--- src/sv/wqoa_pkg.sv ---
// Shared types and constants of the weighted quorum owner arbiter.
package wqoa_pkg;

    localparam int OP_W     = 2;
    localparam int SLOT_W   = 4;
    localparam int WEIGHT_W = 16;
    localparam int CFG_W    = 20;
    localparam int WAIT_W   = 21;
    localparam int ADDR_W   = 4;
    localparam int DATA_W   = 32;

    typedef enum logic [OP_W-1:0] {
        OP_JOIN   = 2'd0,
        OP_REPORT = 2'd1,
        OP_LEAVE  = 2'd2,
        OP_TICK   = 2'd3
    } t_op;

    localparam logic ST_OK   = 1'b0;
    localparam logic ST_FAIL = 1'b1;

    localparam logic [1:0] REG_CLIENT_TIMEOUT = 2'd0;
    localparam logic [1:0] REG_GIVEUP_DELAY   = 2'd1;
    localparam logic [1:0] REG_TAKEOVER_DELAY = 2'd2;

    localparam logic [CFG_W-1:0] CLIENT_TIMEOUT_RST = 20'd5000;

    typedef struct packed {
        logic [CFG_W-1:0] client_timeout;
        logic [CFG_W-1:0] giveup_delay;
        logic [CFG_W-1:0] takeover_delay;
    } t_cfg;

endpackage

--- src/sv/wqoa_if.sv ---
// Word channels of the arbiter: request words in, status words out.
interface wqoa_in_if;
    import wqoa_pkg::*;

    logic                valid;
    logic                ready;
    logic [OP_W-1:0]     op;
    logic [SLOT_W-1:0]   client_slot;
    logic [WEIGHT_W-1:0] weight;

    modport source (output valid, output op, output client_slot, output weight,
                    input ready);
    modport sink (input valid, input op, input client_slot, input weight,
                  output ready);
endinterface

interface wqoa_res_if;
    import wqoa_pkg::*;

    logic              valid;
    logic              ready;
    logic              status;
    logic              granted;
    logic              owner_valid;
    logic [SLOT_W-1:0] owner_slot;
    logic              holding_off;

    modport source (output valid, output status, output granted, output owner_valid,
                    output owner_slot, output holding_off, input ready);
    modport sink (input valid, input status, input granted, input owner_valid,
                  input owner_slot, input holding_off, output ready);
endinterface

--- src/sv/wqoa_cfg.sv ---
// APB register file holding the timeout and delay settings.
module wqoa_cfg (
    input  logic                       i_clk,
    input  logic                       i_rst_n,
    input  logic                       psel,
    input  logic                       penable,
    input  logic                       pwrite,
    input  logic [wqoa_pkg::ADDR_W-1:0] paddr,
    input  logic [wqoa_pkg::DATA_W-1:0] pwdata,
    output logic [wqoa_pkg::DATA_W-1:0] prdata,
    output logic                       pready,
    output wqoa_pkg::t_cfg             o_cfg
);
    import wqoa_pkg::*;

    t_cfg r_cfg;
    logic w_wr;

    assign pready = 1'b1;
    assign w_wr   = psel && penable && pwrite;
    assign o_cfg  = r_cfg;

    always_ff @(posedge i_clk) begin
        if (!i_rst_n) begin
            r_cfg.client_timeout <= CLIENT_TIMEOUT_RST;
            r_cfg.giveup_delay   <= '0;
            r_cfg.takeover_delay <= '0;
        end else if (w_wr) begin
            case (paddr[3:2])
                REG_CLIENT_TIMEOUT: r_cfg.client_timeout <= pwdata[CFG_W-1:0];
                REG_GIVEUP_DELAY:   r_cfg.giveup_delay   <= pwdata[CFG_W-1:0];
                REG_TAKEOVER_DELAY: r_cfg.takeover_delay <= pwdata[CFG_W-1:0];
                default: ;
            endcase
        end
    end

    always_comb begin
        case (paddr[3:2])
            REG_CLIENT_TIMEOUT: prdata = DATA_W'(r_cfg.client_timeout);
            REG_GIVEUP_DELAY:   prdata = DATA_W'(r_cfg.giveup_delay);
            REG_TAKEOVER_DELAY: prdata = DATA_W'(r_cfg.takeover_delay);
            default:            prdata = '0;
        endcase
    end

endmodule

--- src/sv/weighted_quorum_owner_arbiter.sv ---
// Top level: slot table in memory, owner election and hold-off control.
// Usage:
//   i_in carries request words (op, client_slot, weight); o_res returns one
//   status word per request (status, granted, owner_valid, owner_slot,
//   holding_off), showing the owner state after that request.
//   The APB port sets client_timeout, giveup_delay and takeover_delay; write it
//   only while no request is in flight.
// Request flow:
//   join, leave, a failed report and a report during hold-off pass S_EXEC and
//   S_DONE, which registers the status word; then the next request is taken.
//   tick and a deciding report sweep the slot memory one slot a cycle in S_SCAN
//   through the single-read weight and idle memories, then pass S_FIN and S_DONE.
//   No new request is taken before the block is back in S_IDLE.
// Reset:
//   synchronous, active low; all slots inactive, no owner, no hold-off, the
//   registers back to 5000, 0, 0. Inactive slots are masked by their active
//   flags, so the memories need no clearing pass.
// Stall:
//   a status word holds in its output register until taken; the next request
//   is still accepted and waits finished in the block until the register frees.
module weighted_quorum_owner_arbiter #(
    parameter int NUM_SLOTS = 16
) (
    input  logic                        i_clk,
    input  logic                        i_rst_n,
    wqoa_in_if.sink                     i_in,
    wqoa_res_if.source                  o_res,
    input  logic                        psel,
    input  logic                        penable,
    input  logic                        pwrite,
    input  logic [wqoa_pkg::ADDR_W-1:0] paddr,
    input  logic [wqoa_pkg::DATA_W-1:0] pwdata,
    output logic [wqoa_pkg::DATA_W-1:0] prdata,
    output logic                        pready
);
    import wqoa_pkg::*;

    localparam int SW = $clog2(NUM_SLOTS);
    localparam logic [SW-1:0] LAST = SW'(NUM_SLOTS - 1);

    typedef enum logic [4:0] {
        S_IDLE = 5'b00001,
        S_EXEC = 5'b00010,
        S_SCAN = 5'b00100,
        S_FIN  = 5'b01000,
        S_DONE = 5'b10000
    } t_state;

    t_cfg w_cfg;

    wqoa_cfg u_cfg (
        .i_clk   (i_clk),
        .i_rst_n (i_rst_n),
        .psel    (psel),
        .penable (penable),
        .pwrite  (pwrite),
        .paddr   (paddr),
        .pwdata  (pwdata),
        .prdata  (prdata),
        .pready  (pready),
        .o_cfg   (w_cfg)
    );

    logic [WEIGHT_W-1:0] mem_wt   [NUM_SLOTS];
    logic [CFG_W-1:0]    mem_idle [NUM_SLOTS];

    t_state                r_state, n_state;
    t_op                   r_op, n_op;
    logic [SLOT_W-1:0]     r_slot, n_slot;
    logic [WEIGHT_W-1:0]   r_wt, n_wt;
    logic                  r_status, n_status;
    logic                  r_granted, n_granted;
    logic [NUM_SLOTS-1:0]  r_active, n_active;
    logic                  r_own_vld, n_own_vld;
    logic [SW-1:0]         r_own_idx, n_own_idx;
    logic                  r_wait_act, n_wait_act;
    logic [WAIT_W-1:0]     r_wait_cnt, n_wait_cnt;
    logic                  r_elect, n_elect;
    logic [SW-1:0]         r_rd_idx, n_rd_idx;
    logic                  r_rd_end, n_rd_end;
    logic                  r_pv, n_pv;
    logic [SW-1:0]         r_pidx, n_pidx;
    logic [SW-1:0]         r_best, n_best;
    logic [WEIGHT_W-1:0]   r_maxw, n_maxw;
    logic                  r_found, n_found;
    logic                  r_best_exp, n_best_exp;
    logic                  r_own_exp, n_own_exp;
    logic [WEIGHT_W-1:0]   r_wt_q;
    logic [CFG_W-1:0]      r_idle_q;
    logic                  r_out_vld, n_out_vld;
    logic                  r_o_status, n_o_status;
    logic                  r_o_granted, n_o_granted;
    logic                  r_o_own_vld, n_o_own_vld;
    logic [SLOT_W-1:0]     r_o_own_slot, n_o_own_slot;
    logic                  r_o_hold, n_o_hold;

    logic                  wt_we, id_we, rd_en;
    logic [SW-1:0]         wt_wa, id_wa;
    logic [WEIGHT_W-1:0]   wt_wd;
    logic [CFG_W-1:0]      id_wd;
    logic [SW-1:0]         w_sidx;
    logic                  w_inr;
    logic                  p_act, p_exp;

    assign w_sidx = SW'(r_slot);
    assign w_inr  = 32'(r_slot) < 32'(NUM_SLOTS);
    assign p_act  = r_active[r_pidx];
    assign p_exp  = p_act && (r_idle_q <= CFG_W'(1));

    assign i_in.ready        = (r_state == S_IDLE);
    assign o_res.valid       = r_out_vld;
    assign o_res.status      = r_o_status;
    assign o_res.granted     = r_o_granted;
    assign o_res.owner_valid = r_o_own_vld;
    assign o_res.owner_slot  = r_o_own_slot;
    assign o_res.holding_off = r_o_hold;

    always_comb begin
        n_state      = r_state;
        n_op         = r_op;
        n_slot       = r_slot;
        n_wt         = r_wt;
        n_status     = r_status;
        n_granted    = r_granted;
        n_active     = r_active;
        n_own_vld    = r_own_vld;
        n_own_idx    = r_own_idx;
        n_wait_act   = r_wait_act;
        n_wait_cnt   = r_wait_cnt;
        n_elect      = r_elect;
        n_rd_idx     = r_rd_idx;
        n_rd_end     = r_rd_end;
        n_pv         = 1'b0;
        n_pidx       = r_pidx;
        n_best       = r_best;
        n_maxw       = r_maxw;
        n_found      = r_found;
        n_best_exp   = r_best_exp;
        n_own_exp    = r_own_exp;
        n_out_vld    = r_out_vld && !o_res.ready;
        n_o_status   = r_o_status;
        n_o_granted  = r_o_granted;
        n_o_own_vld  = r_o_own_vld;
        n_o_own_slot = r_o_own_slot;
        n_o_hold     = r_o_hold;
        wt_we        = 1'b0;
        wt_wa        = w_sidx;
        wt_wd        = '0;
        id_we        = 1'b0;
        id_wa        = w_sidx;
        id_wd        = '0;
        rd_en        = 1'b0;

        case (r_state)
            S_IDLE: begin
                if (i_in.valid) begin
                    n_op    = t_op'(i_in.op);
                    n_slot  = i_in.client_slot;
                    n_wt    = i_in.weight;
                    n_state = S_EXEC;
                end
            end
            S_EXEC: begin
                n_status   = ST_OK;
                n_granted  = 1'b0;
                n_state    = S_DONE;
                n_rd_idx   = '0;
                n_rd_end   = 1'b0;
                n_found    = 1'b0;
                n_maxw     = '0;
                n_best     = '0;
                n_best_exp = 1'b0;
                n_own_exp  = 1'b0;
                n_elect    = 1'b0;
                case (r_op)
                    OP_JOIN: begin
                        if (!w_inr) begin
                            n_status = ST_FAIL;
                        end else begin
                            id_we = 1'b1;
                            id_wd = w_cfg.client_timeout;
                            if (!r_active[w_sidx]) begin
                                wt_we = 1'b1;
                            end
                            n_active[w_sidx] = 1'b1;
                        end
                    end
                    OP_REPORT: begin
                        if (!w_inr || !r_active[w_sidx]) begin
                            n_status = ST_FAIL;
                        end else begin
                            id_we = 1'b1;
                            id_wd = w_cfg.client_timeout;
                            wt_we = 1'b1;
                            wt_wd = r_wt;
                            if (!r_wait_act) begin
                                n_state = S_SCAN;
                            end
                        end
                    end
                    OP_LEAVE: begin
                        if (!w_inr || !r_active[w_sidx]) begin
                            n_status = ST_FAIL;
                        end else begin
                            n_active[w_sidx] = 1'b0;
                            if (r_own_vld && r_own_idx == w_sidx) begin
                                n_wait_act = 1'b1;
                                n_wait_cnt = WAIT_W'(w_cfg.takeover_delay);
                                n_own_vld  = 1'b0;
                                n_own_idx  = '0;
                            end
                        end
                    end
                    OP_TICK: begin
                        if (r_wait_act) begin
                            if (r_wait_cnt <= WAIT_W'(1)) begin
                                n_wait_act = 1'b0;
                                n_wait_cnt = '0;
                                n_elect    = 1'b1;
                            end else begin
                                n_wait_cnt = r_wait_cnt - WAIT_W'(1);
                            end
                        end
                        n_state = S_SCAN;
                    end
                    default: ;
                endcase
            end
            S_SCAN: begin
                rd_en  = !r_rd_end;
                n_pv   = rd_en;
                n_pidx = r_rd_idx;
                if (rd_en) begin
                    n_rd_idx = r_rd_idx + SW'(1);
                    if (r_rd_idx == LAST) begin
                        n_rd_end = 1'b1;
                    end
                end
                if (r_pv) begin
                    if (p_act && r_wt_q > r_maxw) begin
                        n_maxw     = r_wt_q;
                        n_best     = r_pidx;
                        n_found    = 1'b1;
                        n_best_exp = p_exp && (r_op == OP_TICK);
                    end
                    if (r_op == OP_TICK) begin
                        if (p_exp) begin
                            n_active[r_pidx] = 1'b0;
                            if (r_own_vld && r_own_idx == r_pidx) begin
                                n_own_exp = 1'b1;
                            end
                        end else if (p_act) begin
                            id_we = 1'b1;
                            id_wa = r_pidx;
                            id_wd = r_idle_q - CFG_W'(1);
                        end
                    end
                    if (r_pidx == LAST) begin
                        n_state = S_FIN;
                    end
                end
            end
            S_FIN: begin
                n_state = S_DONE;
                if (r_op == OP_TICK) begin
                    if (r_elect) begin
                        n_own_vld = r_found;
                        n_own_idx = r_found ? r_best : '0;
                    end
                    if ((r_elect && r_found && r_best_exp) || (!r_elect && r_own_exp)) begin
                        n_wait_act = 1'b1;
                        n_wait_cnt = WAIT_W'(w_cfg.takeover_delay);
                        n_own_vld  = 1'b0;
                        n_own_idx  = '0;
                    end
                end else if (!(r_own_vld && r_active[r_own_idx])) begin
                    n_own_vld = r_found;
                    n_own_idx = r_found ? r_best : '0;
                    n_granted = r_found && (r_best == w_sidx);
                end else if (!r_found || r_best != r_own_idx) begin
                    n_wait_act = 1'b1;
                    n_wait_cnt = WAIT_W'(w_cfg.client_timeout) + WAIT_W'(w_cfg.giveup_delay);
                    n_own_vld  = 1'b0;
                    n_own_idx  = '0;
                end else begin
                    n_granted = (r_own_idx == w_sidx);
                end
            end
            S_DONE: begin
                if (!r_out_vld || o_res.ready) begin
                    n_out_vld    = 1'b1;
                    n_o_status   = r_status;
                    n_o_granted  = r_granted;
                    n_o_own_vld  = r_own_vld;
                    n_o_own_slot = r_own_vld ? SLOT_W'(r_own_idx) : '0;
                    n_o_hold     = r_wait_act;
                    n_state      = S_IDLE;
                end
            end
            default: begin
                n_state = S_IDLE;
            end
        endcase
    end

    always_ff @(posedge i_clk) begin
        if (!i_rst_n) begin
            r_state    <= S_IDLE;
            r_active   <= '0;
            r_own_vld  <= 1'b0;
            r_own_idx  <= '0;
            r_wait_act <= 1'b0;
            r_wait_cnt <= '0;
            r_elect    <= 1'b0;
            r_rd_idx   <= '0;
            r_rd_end   <= 1'b0;
            r_pv       <= 1'b0;
            r_found    <= 1'b0;
            r_best_exp <= 1'b0;
            r_own_exp  <= 1'b0;
            r_out_vld  <= 1'b0;
        end else begin
            r_state    <= n_state;
            r_active   <= n_active;
            r_own_vld  <= n_own_vld;
            r_own_idx  <= n_own_idx;
            r_wait_act <= n_wait_act;
            r_wait_cnt <= n_wait_cnt;
            r_elect    <= n_elect;
            r_rd_idx   <= n_rd_idx;
            r_rd_end   <= n_rd_end;
            r_pv       <= n_pv;
            r_found    <= n_found;
            r_best_exp <= n_best_exp;
            r_own_exp  <= n_own_exp;
            r_out_vld  <= n_out_vld;
        end
    end

    always_ff @(posedge i_clk) begin
        r_op         <= n_op;
        r_slot       <= n_slot;
        r_wt         <= n_wt;
        r_status     <= n_status;
        r_granted    <= n_granted;
        r_pidx       <= n_pidx;
        r_best       <= n_best;
        r_maxw       <= n_maxw;
        r_o_status   <= n_o_status;
        r_o_granted  <= n_o_granted;
        r_o_own_vld  <= n_o_own_vld;
        r_o_own_slot <= n_o_own_slot;
        r_o_hold     <= n_o_hold;
    end

    always_ff @(posedge i_clk) begin
        if (wt_we) begin
            mem_wt[wt_wa] <= wt_wd;
        end
        if (rd_en) begin
            r_wt_q <= mem_wt[r_rd_idx];
        end
    end

    always_ff @(posedge i_clk) begin
        if (id_we) begin
            mem_idle[id_wa] <= id_wd;
        end
        if (rd_en) begin
            r_idle_q <= mem_idle[r_rd_idx];
        end
    end

`ifndef SYNTHESIS
    a_owner_no_wait: assert property (@(posedge i_clk) disable iff (!i_rst_n)
        !(r_own_vld && r_wait_act))
        else $error("owner chosen while hold-off runs");

    a_owner_active: assert property (@(posedge i_clk) disable iff (!i_rst_n)
        (r_own_vld && r_state != S_SCAN && r_state != S_FIN) |-> r_active[r_own_idx])
        else $error("owner slot not active");

    a_wait_cleared: assert property (@(posedge i_clk) disable iff (!i_rst_n)
        !r_wait_act |-> (r_wait_cnt == '0))
        else $error("hold-off count left over");

    a_sweep_done: assert property (@(posedge i_clk) disable iff (!i_rst_n)
        (r_state == S_FIN) |-> (r_rd_end && !r_pv))
        else $error("sweep finished early");

    a_word_held: assert property (@(posedge i_clk) disable iff (!i_rst_n)
        (r_out_vld && !o_res.ready) |=> (r_out_vld && $stable(r_o_status)))
        else $error("status word dropped under stall");
`endif

endmodule

--- src/flat_wrapper.sv ---
// flat-port wrapper written by rule: the top's interface ports become plain ports
module weighted_quorum_owner_arbiter_flat import wqoa_pkg::*;
#(
    parameter int NUM_SLOTS = 16
)
  (i_clk, i_rst_n, psel, penable, pwrite, paddr, pwdata, prdata, pready, i_in_valid, i_in_op, i_in_client_slot, i_in_weight, i_in_ready, o_res_valid, o_res_status, o_res_granted, o_res_owner_valid, o_res_owner_slot, o_res_holding_off, o_res_ready);
  wqoa_in_if i_in_i ();
  wqoa_res_if o_res_i ();
  input  logic i_clk;
  input  logic i_rst_n;
  input  logic psel;
  input  logic penable;
  input  logic pwrite;
  input  logic [wqoa_pkg::ADDR_W-1:0] paddr;
  input  logic [wqoa_pkg::DATA_W-1:0] pwdata;
  output logic [wqoa_pkg::DATA_W-1:0] prdata;
  output logic pready;
  input wire logic [$bits(i_in_i.valid)-1:0] i_in_valid;
  input wire logic [$bits(i_in_i.op)-1:0] i_in_op;
  input wire logic [$bits(i_in_i.client_slot)-1:0] i_in_client_slot;
  input wire logic [$bits(i_in_i.weight)-1:0] i_in_weight;
  output wire logic [$bits(i_in_i.ready)-1:0] i_in_ready;
  output wire logic [$bits(o_res_i.valid)-1:0] o_res_valid;
  output wire logic [$bits(o_res_i.status)-1:0] o_res_status;
  output wire logic [$bits(o_res_i.granted)-1:0] o_res_granted;
  output wire logic [$bits(o_res_i.owner_valid)-1:0] o_res_owner_valid;
  output wire logic [$bits(o_res_i.owner_slot)-1:0] o_res_owner_slot;
  output wire logic [$bits(o_res_i.holding_off)-1:0] o_res_holding_off;
  input wire logic [$bits(o_res_i.ready)-1:0] o_res_ready;
  assign i_in_i.valid = i_in_valid;
  assign i_in_i.op = i_in_op;
  assign i_in_i.client_slot = i_in_client_slot;
  assign i_in_i.weight = i_in_weight;
  assign i_in_ready = i_in_i.ready;
  assign o_res_valid = o_res_i.valid;
  assign o_res_status = o_res_i.status;
  assign o_res_granted = o_res_i.granted;
  assign o_res_owner_valid = o_res_i.owner_valid;
  assign o_res_owner_slot = o_res_i.owner_slot;
  assign o_res_holding_off = o_res_i.holding_off;
  assign o_res_i.ready = o_res_ready;
  weighted_quorum_owner_arbiter #(.NUM_SLOTS(NUM_SLOTS)) u_core (.i_clk(i_clk), .i_rst_n(i_rst_n), .i_in(i_in_i), .o_res(o_res_i), .psel(psel), .penable(penable), .pwrite(pwrite), .paddr(paddr), .pwdata(pwdata), .prdata(prdata), .pready(pready));
endmodule
--- config.mk ---
export PLATFORM = sky130hd
export DESIGN_NAME = weighted_quorum_owner_arbiter_flat
export DESIGN_NICKNAME = d
export VERILOG_FILES = /design/src/sv/wqoa_pkg.sv /design/src/sv/wqoa_if.sv /design/src/sv/wqoa_cfg.sv /design/src/sv/weighted_quorum_owner_arbiter.sv /design/src/flat_wrapper.sv
export SDC_FILE = /design/constraint.sdc
export NUM_CORES = 1
export LEC_CHECK = 0
export ABC_AREA = 0
export BUFFER_PORTS_ARGS = -buffer_cell sky130_fd_sc_hd__buf_2
export CORE_UTILIZATION = 35
export DETAILED_ROUTE_END_ITERATION = 6
export GPL_TIMING_DRIVEN = 0
export PLACE_DENSITY_LB_ADDON = 0.12
export SLEW_MARGIN = 20
export SYNTH_ARGS = -nofsm -noshare
export SYNTH_HDL_FRONTEND = slang
export SYNTH_SLANG_ARGS = --single-unit
--- constraint.sdc ---
create_clock -name i_clk -period 3.6 [get_ports i_clk]
set_input_delay 0.36 -clock i_clk [delete_from_list [all_inputs] [get_ports i_clk]]
set_output_delay 0.36 -clock i_clk [all_outputs]
set_load 0.005 [all_outputs]
== Yosys cells after proc, flatten, opt, wreduce, memory -nomap -nowiden ==
Memories as Yosys holds them, arrays and structs flattened. A register that Yosys moved wholly into a read port is not among the register bits.
Index checks and enable logic that the tools add are counted.

* Register bits after elaboration: 175
* Bits in writable memories: 576
* Input port bits: 65
* Output and inout port bits: 43
* Memories: 2

{| class="wikitable"
|+ Memories
! name !! words !! bits a word !! rd ports !! clocked after memory_dff !! wr ports !! line !! source
|-
| u_core.mem_idle || 16 || 20 || 1 || 1 || 1 || weighted_quorum_owner_arbiter.sv:65 || <nowiki>logic [CFG_W-1:0] mem_idle [NUM_SLOTS];</nowiki>
|-
| u_core.mem_wt || 16 || 16 || 1 || 1 || 1 || weighted_quorum_owner_arbiter.sv:64 || <nowiki>logic [WEIGHT_W-1:0] mem_wt [NUM_SLOTS];</nowiki>
|}

* Add/sub/neg operators: 4
* Order comparisons: 8
* Eq/ne operators: 40
* Mux-type cells: 125
* Bitwise gates (word level): 5
* Reductions and logical operators: 42

{| class="wikitable"
|+ Operators with widths
! kind !! number
|-
| 21-bit two-way mux || 8
|-
| 16-bit two-way mux || 9
|-
| 20-bit two-way mux || 5
|-
| 16-bit one-hot mux with 2 select lines || 3
|-
| 21-bit one-hot mux with 2 select lines || 2
|-
| 20-bit one-hot mux with 2 select lines || 2
|-
| 4-bit two-way mux || 17
|-
| 20-bit one-hot mux with 3 select lines || 1
|-
| 1-bit two-way mux || 51
|-
| 16-bit bitwise AND || 2
|-
| 16-bit NOT || 2
|-
| 5-bit two-way mux || 6
|-
| 5-bit one-hot mux with 5 select lines || 1
|-
| 4-bit one-hot mux with 2 select lines || 3
|-
| 1-bit one-hot mux with 2 select lines || 11
|-
| 20-bit by 20-bit adder with 21-bit output || 1
|-
| 21-bit by 1-bit less-or-equal comparator with 1-bit output, second input constant || 1
|-
| 21-bit by 1-bit subtractor with 21-bit output, second input constant || 1
|-
| 20-bit by 1-bit less-or-equal comparator with 1-bit output, second input constant || 1
|-
| 20-bit by 1-bit subtractor with 20-bit output, second input constant || 1
|-
| 2-bit by 1-bit != test with 1-bit output, second input constant || 9
|-
| 16-bit greater-than comparator || 1
|-
| 16-bit bitwise OR || 1
|-
| 1-bit logical AND || 15
|-
| other kinds (33) || 70
|}

== Depth between registers and ports, before layout ==
Gate-level depths: netlist (run 1).

* Depth in word-level cells: 10
* Depth in mapped cells: 11

== Cells and area by module ==
Synthesis (run 1) repeated with hierarchy kept, for this count alone.

* Cells, all modules: 2143
* Area, all modules: 33866.2 um2

{| class="wikitable"
|+ By module, submodules not included
! module !! times used !! cells each !! area each (um2) !! sequential area each (um2)
|-
| weighted_quorum_owner_arbiter || 1 || 1835 || 31097.3 || 21240.4
|-
| wqoa_cfg || 1 || 308 || 2768.9 || 1201.2
|}

== Worst setup path before layout (run 1) ==
OpenSTA, ideal clock, no wires.

* Path type: flip-flop to flip-flop
* Start point: register u_core.r_pidx[0]
* End point: memory u_core.mem_idle[15][0] (enable)
* Arrival time: 3.248 ns
* Data required time: 3.170 ns
* Slack: -0.078 ns
* Cell stages (with the launch flop): 8
* Path buffers: 2
* Period minus slack after synthesis: 3.678 ns
* Cell sequence: edfxtp_1 -> buf_2 -> mux4_2 -> mux4_2 -> nand4_1 -> nand2b_1 -> clkbuf_1 -> o32ai_1

* Longest elaborated chain between the ends: 9
* Elaborated cells on any way between the ends: 15

{| class="wikitable"
|+ Ends and longest elaborated chain
! item !! line !! source
|-
| start: declaration || weighted_quorum_owner_arbiter.sv:82 || <nowiki>logic [SW-1:0] r_pidx, n_pidx;</nowiki>
|-
| start signal: assignment || weighted_quorum_owner_arbiter.sv:346 || <nowiki>r_pidx <= n_pidx;</nowiki>
|-
| 1-bit binary-select mux with 4-bit select || weighted_quorum_owner_arbiter.sv:107 || <nowiki>assign p_act = r_active[r_pidx];</nowiki>
|-
| 1-bit two-way mux (implied by the code) || weighted_quorum_owner_arbiter.sv:107 ||
|-
| 1-bit two-way mux or 1-bit logical AND (tied branches) || weighted_quorum_owner_arbiter.sv:252, weighted_quorum_owner_arbiter.sv:108 ||
|-
| 1-bit two-way mux || weighted_quorum_owner_arbiter.sv:247 || <nowiki>if (p_exp) begin</nowiki>
|-
| 1-bit two-way mux || weighted_quorum_owner_arbiter.sv:246 || <nowiki>if (r_op == OP_TICK) begin</nowiki>
|-
| 1-bit two-way mux || weighted_quorum_owner_arbiter.sv:239 || <nowiki>if (r_pv) begin</nowiki>
|-
| 1-bit one-hot mux with 2 select lines || weighted_quorum_owner_arbiter.sv:154 || <nowiki>case (r_state)</nowiki>
|-
| 1-bit two-way mux || weighted_quorum_owner_arbiter.sv:366 || <nowiki>if (id_we) begin</nowiki>
|-
| 1-bit two-way mux (implied by the code) || weighted_quorum_owner_arbiter.sv:367 || <nowiki>mem_idle[id_wa] <= id_wd;</nowiki>
|-
| end: declaration || weighted_quorum_owner_arbiter.sv:65 ||
|}

Several ways; a longest one is shown, not always the timed one. The select of a mux whose other input is x is not followed.

== Worst setup path after layout (run 1) ==
* Start point: register u_core.r_slot[0]
* End point: memory u_core.mem_idle[11][18], data pin

* Longest elaborated chain between the ends: 5

{| class="wikitable"
|+ Ends and longest elaborated chain
! item !! line !! source
|-
| start: declaration || weighted_quorum_owner_arbiter.sv:69 || <nowiki>logic [SLOT_W-1:0] r_slot, n_slot;</nowiki>
|-
| start signal: assignment || weighted_quorum_owner_arbiter.sv:342 || <nowiki>r_slot <= n_slot;</nowiki>
|-
| 1-bit binary-select mux with 4-bit select || weighted_quorum_owner_arbiter.sv:189 || <nowiki>if (!w_inr || !r_active[w_sidx]) begin</nowiki>
|-
| 1-bit two-way mux (implied by the code) || weighted_quorum_owner_arbiter.sv:189 ||
|-
| 20-bit two-way mux || weighted_quorum_owner_arbiter.sv:189 ||
|-
| 20-bit one-hot mux with 2 select lines || weighted_quorum_owner_arbiter.sv:175 || <nowiki>case (r_op)</nowiki>
|-
| 20-bit one-hot mux with 2 select lines || weighted_quorum_owner_arbiter.sv:154 ||
|-
| named net u_core.id_wd[18] || weighted_quorum_owner_arbiter.sv:100 || <nowiki>logic [CFG_W-1:0] id_wd;</nowiki>
|}

The timed path passes the listed nets, and every way through them passes these cells. The select of a mux whose other input is x is not followed.

==> results.md, run 1 <==
- Cell Chain, Critical Path: buf_6 -> mux4_2 -> mux4_2 -> and2_1 -> buf_6 -> nor2_4 -> nor2_2 -> buf_6 -> buf_6 -> nand2_1 -> o21ai_1
- Most common flop cell mapped by yosys: edfxtp_1
- Effective utilization at floorplan: 35.3%
- Portion of netlist area occupied by mux cells: 13.7%
- Sequential share of the synthesized area: 66.9%
- Layout Nets: 2535
- Max-Slew Margin vs Limit: 28.6%
- Routability-driven placement congestion ratio: 0.882
- Clock latency on the worst-skew pair: 660 ps
- Number of hold violations in the final report: 0
- Maximum resistive drop on vdd: 0.315 mV
- Data required time of the worst path: 3840 ps
- Element type at the critical path start: flop
- Iter 0 DRT Violations: 1818
- Instance count of the mapped netlist: 2163
- Die Y: 312 um
- Root Buffer: clkbuf_16
- Detailed-routing iteration count for the pre-antenna-repair pass: 7
- Maximum number of pins on one net before global-route repair: 24
- Max Cap Viol: 0
- Clock tree from TritonCTS: yes
- Setup repair after global routing missed its margin: false
- Vias per std cell: 5.32
- Adder-cell area share of the yosys netlist: 1.74%
- Placed Instances: 3551
- Achievable clock frequency: 288 MHz
- CTS H-tree depth: 3
- Area growth from synthesis to layout: 20.2%
- Clk_skew: 21.9 ps
- Core region area: 95000 um^2
- Post-Synth XOR/XNOR Area: 1.41%
- Crit path launch: u_core.r_slot[0]$_DFFE_PP_
- Number of buffers added by the clock tree synthesis step: 88
- Core Rows: 113
- Number of antenna violations at the first check in global routing: 4
- Count of boundary I/O pins: 108
- Longest individual stage delay on the worst path: 570 ps
- Standby leakage power: 13.2 nW
- Total setup violations reported at the end of the flow: 0
- Slew @ Worst Pin: 1060 ps
- Pins over their slew limit: 0
- Cell with the most instances after synthesis: edfxtp_1
- Startpoint of the most critical hold path: o_res_ready
- Number of global-route vias before repair: 20500
- Largest family of logic cells by synthesized area: multiplexers
- Area share of and/or/nand/nor cells after synthesis: 7.82%
- Proportion of layout cells with a drive suffix above 1: 22.5%
- DP Wirelength: 66.6 mm
- Element type at the critical path end: flop
- Global-route congestion overflow total: 0
- Sinks on the clock net: 787
- Total chip power: 21.6 mW
- Worst r2r src: u_core.r_slot[0]$_DFFE_PP_
- Number of warnings printed during yosys synthesis: 0
- Worst setup slack after placement: -381 ps
- Run status: complete, but fails checks
- Total wirelength of the detailed-routed design: 95.8 mm
- Non-filler cells, final: 3761
- Most prevalent standard cell on the critical path: buf_6
- Wire length of the first global-routing pass: 140 mm
- Die boundary width: 312 um
- Fillcell total: 8595
- Compound-Gate Fraction of Synth Area: 6.06%
- Gr usage total: 19.8%
- TNS Setup: 0 ps
- Min Tclk post-route: 3470 ps
- Crit-path max FO: 16
- Portion of the clock cycle consumed by the worst path in the final layout: 96.4%
- Biggest area consumer among synthesized cells: edfxtp_1
- Hold WC Path Type: primary input to flop
- Distinct cell type count of the synthesized netlist: 79
- Async set-reset flop share out of synthesis: 0%
- Start-to-end type of the worst setup path: flop to flop
- Via count: 20000
- Number of buffers between clock root and the deepest sink: 3
- Setup WS post-layout: 131 ps
- Average cell area after synthesis: 15.5 um^2
- Post-synth top area share: 59.8%
- Die area: 97100 um^2
- DRC violations left: 1
- Antenna diodes: 0
- Violated checks: design-rule violations
- Final routed wire length divided by cell count: 25.5 um
- Slowest library cell on the worst path: mux4_2
- Most area-consuming cells after synthesis: edfxtp_1, mux4_2, dfxtp_1
- ANT nets after route: 0
- Clock-pin slew reported for the worst setup and hold paths after clock tree synthesis: 60 ps
- Number of buffers added on ports: 78
- Synthesized cell area: 33500 um^2
- Commonest cells post-synth: edfxtp_1, nand2_1, mux4_2, dfxtp_1, a21oi_1
- Post-synth EDFFs: 668
- Register-to-register path setup slack: 130 ps
- Total power density per cell area: 537 nW/um^2
- Crit path arrival time: 3710 ps
- #FFs+latches synth: 787
==> critical path: cells and delay by family (launching register included) <==
| family | cells | cell delay (ps) |
|---|---|---|
| and+or+nand+nor | 4 | 450 |
| muxes | 2 | 1070 |
| DFF | 1 | 490 |
| AOI/OAI and AO/OA | 1 | 360 |
| buffers and inverters | 4 | 650 |
==> metal layers <==
layer	up-vias	part of all wire (%)	track usage, %
met5	-	0	0
met4	0	2.0	5.33
met3	105	4.8	2.66
met2	559	48	32.7
met1	10400	45	27.5
li1	8993	-	-
==> power by group <==
| part | internal [mW] | total [mW] | switching (mW) |
|---|---|---|---|
| Combinational | 0.804 | 2.22 | 1.41 |
| Clock | 5.44 | 9.24 | 3.79 |
| Sequential | 10.0 | 10.2 | 0.169 |
==> logic make-up after synthesis <==
| kind of cell | count (synthesis) |
|---|---|
| adders and majority gates | 46 |
| DFF | 787 |
| muxes | 219 |
| AOI/OAI and AO/OA | 331 |
| buffers and inverters | 176 |
| other | 2 |
| and+or+nand+nor | 548 |
| xor gates and xnor gates | 54 |
==> placed cells by master, fill, tap and decap left out, types with 14 or more instances in the layout <==
cell type / Yosys / layout
and3_1: 22 / 22
nor2b_1: 17 / 17
clkinv_1: 1 / 16
nor4_1: 20 / 20
nor2_4: 1 / 17
nand4_1: 14 / 14
clkbuf_16: 0 / 88
nor2_1: 87 / 71
a21oi_1: 110 / 110
mux2i_1: 26 / 26
nand3_1: 29 / 29
buf_2: 9 / 96
xnor2_1: 28 / 28
clkbuf_1: 86 / 90
o21ai_0: 80 / 72
mux4_2: 189 / 189
o21ai_1: 21 / 18
clkinv_2: 0 / 18
buf_16: 0 / 28
edfxtp_1: 668 / 668
dfxtp_1: 119 / 119
ha_1: 45 / 45
nand2_1: 223 / 223
and2_1: 30 / 29
inv_1: 41 / 40
buf_4: 14 / 18
o22ai_4: 0 / 15
xor2_1: 26 / 26
nor3_1: 48 / 48
dlygate4sd3_1: 0 / 42
==> layout make-up <==
cell class,count,area (um^2),share of cell area [%]
clock buffer,104,2280,5.66
buffer,134,637,1.58
sequential,787,22400,55.7
timing repair buffer,160,1740,4.32
clock inverter,58,699,1.73
tap,1265,1580,3.93
inverter,42,158,0.391
multi-input combinational,1211,10800,26.7
==> stage by stage <==
step	cell area (um^2)	hold WS (ps)	util (%)
finish	40300	58.5	42.4
global route	40300	68.6	42.4
CTS	40200	23.2	42.4
detailed placement	36800	415	38.7
global placement	35600	409	37.4
floorplan	33600	400	-
==> final timing paths <==
| kind | to | depth (start not counted) |
|---|---|---|
| max | u_core.mem_idle[11][18]$_DFFE_PP_ | 11 |
| min | u_core.o_res.valid$_SDFF_PN0_ | 3 |
| max reg2reg | u_core.mem_idle[11][18]$_DFFE_PP_ | 11 |
| min reg2reg | u_core.o_res.granted$_DFFE_PP_ | 0 |
==> timing repair <==
| item | CTS | global route |
|---|---|---|
| hold endpoints to repair | 78 | 0 |
| buffers inserted | 4 | 2 |
| endpoints found under the setup margin | 703 | 257 |
| gates resized for setup | 4 | 5 |
| pin swaps | 3 | 0 |
| gates cloned | 0 | 0 |
| hold buffers | 42 | 0 |
==> registers in the layout, indices dropped and copies added, names as in the netlist, 5 cells and up, named ones only <==
signal              count
u_core.r_wait_cnt      21
u_core.mem_wt         256
u_core.r_wt_q          16
u_core.r_wt            16
u_core.r_state          5
u_core.u_cfg.o_cfg     60
u_core.mem_idle       320
u_core.r_maxw          16
u_core.r_idle_q        20
Power figures use the tool's default switching activity.
==> inputs of run 2 (changes only) <==
--- a/config.mk
+++ b/config.mk
@@ -8,4 +8,5 @@
 export ABC_AREA = 0
 export BUFFER_PORTS_ARGS = -buffer_cell sky130_fd_sc_hd__buf_2
+export CORE_ASPECT_RATIO = 1.4
 export CORE_UTILIZATION = 35
 export DETAILED_ROUTE_END_ITERATION = 6
==> constraint.sdc (replaced) <==
create_clock -name i_clk -period 3.6 [get_ports i_clk]
set_input_delay 0.72 -clock i_clk [delete_from_list [all_inputs] [get_ports i_clk]]
set_output_delay 0.72 -clock i_clk [all_outputs]
set_load 0.005 [all_outputs]
==> run 2 against run 1 <==
Against the previous run:
- hold slack improved by 170 ps
- via count decreased by 0.62%
- critical path type is now primary input to output port
- largest power group unchanged
- design area decreased by 1.9%
- sequential power about the same
- the run now ends clean
- first-iteration DRC count decreased by 6.7%
==> results.md, run 2 (same netlist as run 1, synthesis figures left out) <==
- Core Rows: 134 (was 113)
- Most prevalent standard cell on the critical path: clkbuf_1 (was buf_6)
- Dominant delay contributor by cell family on the critical path: buffers and inverters (was multiplexers)
- Total wirelength of the detailed-routed design: 97.9 mm (was 95.8 mm)
- ANT nets after route: 0 (unchanged)
- Final design utilization: 41.6% (was 42.4%)
- Pins over their slew limit: 0 (unchanged)
- Fillcell total: 8609 (was 8595)
- Clk_skew: 27.7 ps (was 21.9 ps)
- Run status: finished, final reports clean (was complete, but fails checks)
- Vias per std cell: 5.44 (was 5.32)
- Effective utilization at floorplan: 35.3% (about the same)
- Crit-path max FO: 10 (was 16)
- Total chip power: 21.6 mW (about the same)
- Data required time of the worst path: 2880 ps (was 3840 ps)
- Most frequent cells in the layout: edfxtp_1, nand2_1, mux4_2 (unchanged)
- Maximum resistive drop on vdd: 0.340 mV (was 0.315 mV)
- Gr usage total: 20.3% (was 19.8%)
- Via count: 19900 (was 20000)
- Achievable clock frequency: 287 MHz (was 288 MHz)
- Cell Chain, Critical Path: clkbuf_1 -> clkbuf_1 -> mux2i_1 -> o21ai_0 -> buf_2 (was buf_6 -> mux4_2 -> mux4_2 -> and2_1 -> buf_6 -> nor2_4 -> nor2_2 -> buf_6 -> buf_6 -> nand2_1 -> o21ai_1)
- Area growth from synthesis to layout: 17.9% (was 20.2%)
- Number of buffers between clock root and the deepest sink: 3 (unchanged)
- Global-route congestion overflow total: 0 (unchanged)
- Wire length of the first global-routing pass: 142 mm (was 140 mm)
- Setup repair after global routing missed its margin: false (unchanged)
- Slew @ Worst Pin: 1150 ps (was 1060 ps)
- Crit path arrival time: 2760 ps (was 3710 ps)
- DRC violations left: 0 (was 1)
- Top reg by flops: u_core.mem_idle (unchanged)
- DP Wirelength: 69.1 mm (was 66.6 mm)
- Max Cap Viol: 0 (unchanged)
- Proportion of layout cells with a drive suffix above 1: 22.5% (about the same)
- Setup WS post-layout: 118 ps (was 131 ps)
- Element type at the critical path start: primary input (was flop)
- Longest individual stage delay on the worst path: 750 ps (was 570 ps)
- Final routed wire length divided by cell count: 26.7 um (was 25.5 um)
- Count of boundary I/O pins: 108 (unchanged)
- Standby leakage power: 12.9 nW (was 13.2 nW)
- Total setup violations reported at the end of the flow: 0 (unchanged)
- Element type at the critical path end: output port (was flop)
- Antenna diodes: 0 (unchanged)
- Most common cell after layout, fill and taps aside: edfxtp_1 (unchanged)
- Critical path buffers and inverters: 3 (was 4)
- Number of buffers added on ports: 78 (unchanged)
- Clock-pin slew reported for the worst setup and hold paths after clock tree synthesis: 60 ps (about the same)
- Worst setup slack after placement: -389 ps (was -381 ps)
- Placed Instances: 3503 (was 3551)
- Number of flip-flops in the largest register: 320 (unchanged)
- Non-filler cells, final: 3661 (was 3761)
- Start-to-end type of the worst setup path: primary input to output port (was flop to flop)
- Number of global-route vias before repair: 21000 (was 20500)
- Number of hold violations in the final report: 0 (unchanged)
- Maximum number of pins on one net before global-route repair: 26 (was 24)
- Root Buffer: clkbuf_16 (unchanged)
- Number of buffers added by the clock tree synthesis step: 84 (was 88)
- Total power density per cell area: 546 nW/um^2 (was 537 nW/um^2)
- Routability-driven placement congestion ratio: 0.873 (was 0.882)
- Core region area: 95100 um^2 (was 95000 um^2)
- Slowest library cell on the worst path: clkbuf_1 (was mux4_2)
- Hold WC Path Type: primary input to flop (unchanged)
- Clock tree from TritonCTS: yes (unchanged)
- CTS H-tree depth: 3 (unchanged)
- Portion of the clock cycle consumed by the worst path in the final layout: 96.7% (was 96.4%)
- Iter 0 DRT Violations: 1697 (was 1818)
- Die boundary width: 264 um (was 312 um)
- Sinks on the clock net: 787 (unchanged)
- Die area: 97100 um^2 (about the same)
- Die Y: 368 um (was 312 um)
- Layout Nets: 2480 (was 2535)
- Detailed-routing iteration count for the pre-antenna-repair pass: 5 (was 7)
- Number of antenna violations at the first check in global routing: 2 (was 4)
- Max-Slew Margin vs Limit: 23.2% (was 28.6%)
- Clock latency on the worst-skew pair: 670 ps (was 660 ps)
- Min Tclk post-route: 3480 ps (was 3470 ps)
run 2: changes by cell type in the layout (fill, tap and decap cells not counted), sizes merged:
cell         change
buf             -13
clkinvlp         -1
clkinv           -5
bufinv           +2
dlygate4sd3     -42
run 2: final cells by class:
class	count	area [um^2]	area share, %
sequential	787	22400	56.7
multi-input combinational	1211	10800	27.3
clock buffer	100	2210	5.58
tap	1224	1530	3.87
timing repair buffer	109	1090	2.75
clock inverter	54	698	1.77
buffer	134	638	1.61
inverter	42	158	0.399
run 2: power breakdown:
group,switching [mW],internal (mW)
logic,1.48,0.777
registers,0.169,10.0
clock network,3.73,5.42
run 2: routing by layer:
layer  up-vias  track usage [%]  share of wire, %
met5         -                0                 0
met4         0             7.61               3.3
met3       165             3.26               4.3
met2       555             37.0                53
met1     10300             23.9                39
li1       8882                -                 -
run 2: worst paths after layout:
check	from	endpoint	slack, ps	cells past startpoint
worst max register to register	u_core.r_slot[0]$_DFFE_PP_	u_core.mem_wt[15][13]$_DFFE_PP_	150	11
worst min register to register	u_core.r_granted$_DFFE_PP_	u_core.o_res.granted$_DFFE_PP_	400	0
worst min-delay path	i_in_weight[11]	u_core.r_wt[11]$_DFFE_PP_	220	1
worst max-delay path	paddr[2]	prdata[18]	120	5
run 2: timing repair:
item | 4_1_cts | 5_1_grt
hold buffers | 0 | 0
buffers inserted | 2 | 2
resized for setup | 6 | 11
setup endpoints to repair | 685 | 241
pin swaps | 1 | 0
run 2: stage by stage:
stage	instance area [um^2]	hold slack [ps]	TNS (ps)
final	39500	224	0
after global routing	39500	183	0
after CTS	39500	171	0
after detailed placement	36500	408	-126860
after global placement	35500	415	-830690
after floorplan	33600	400	0
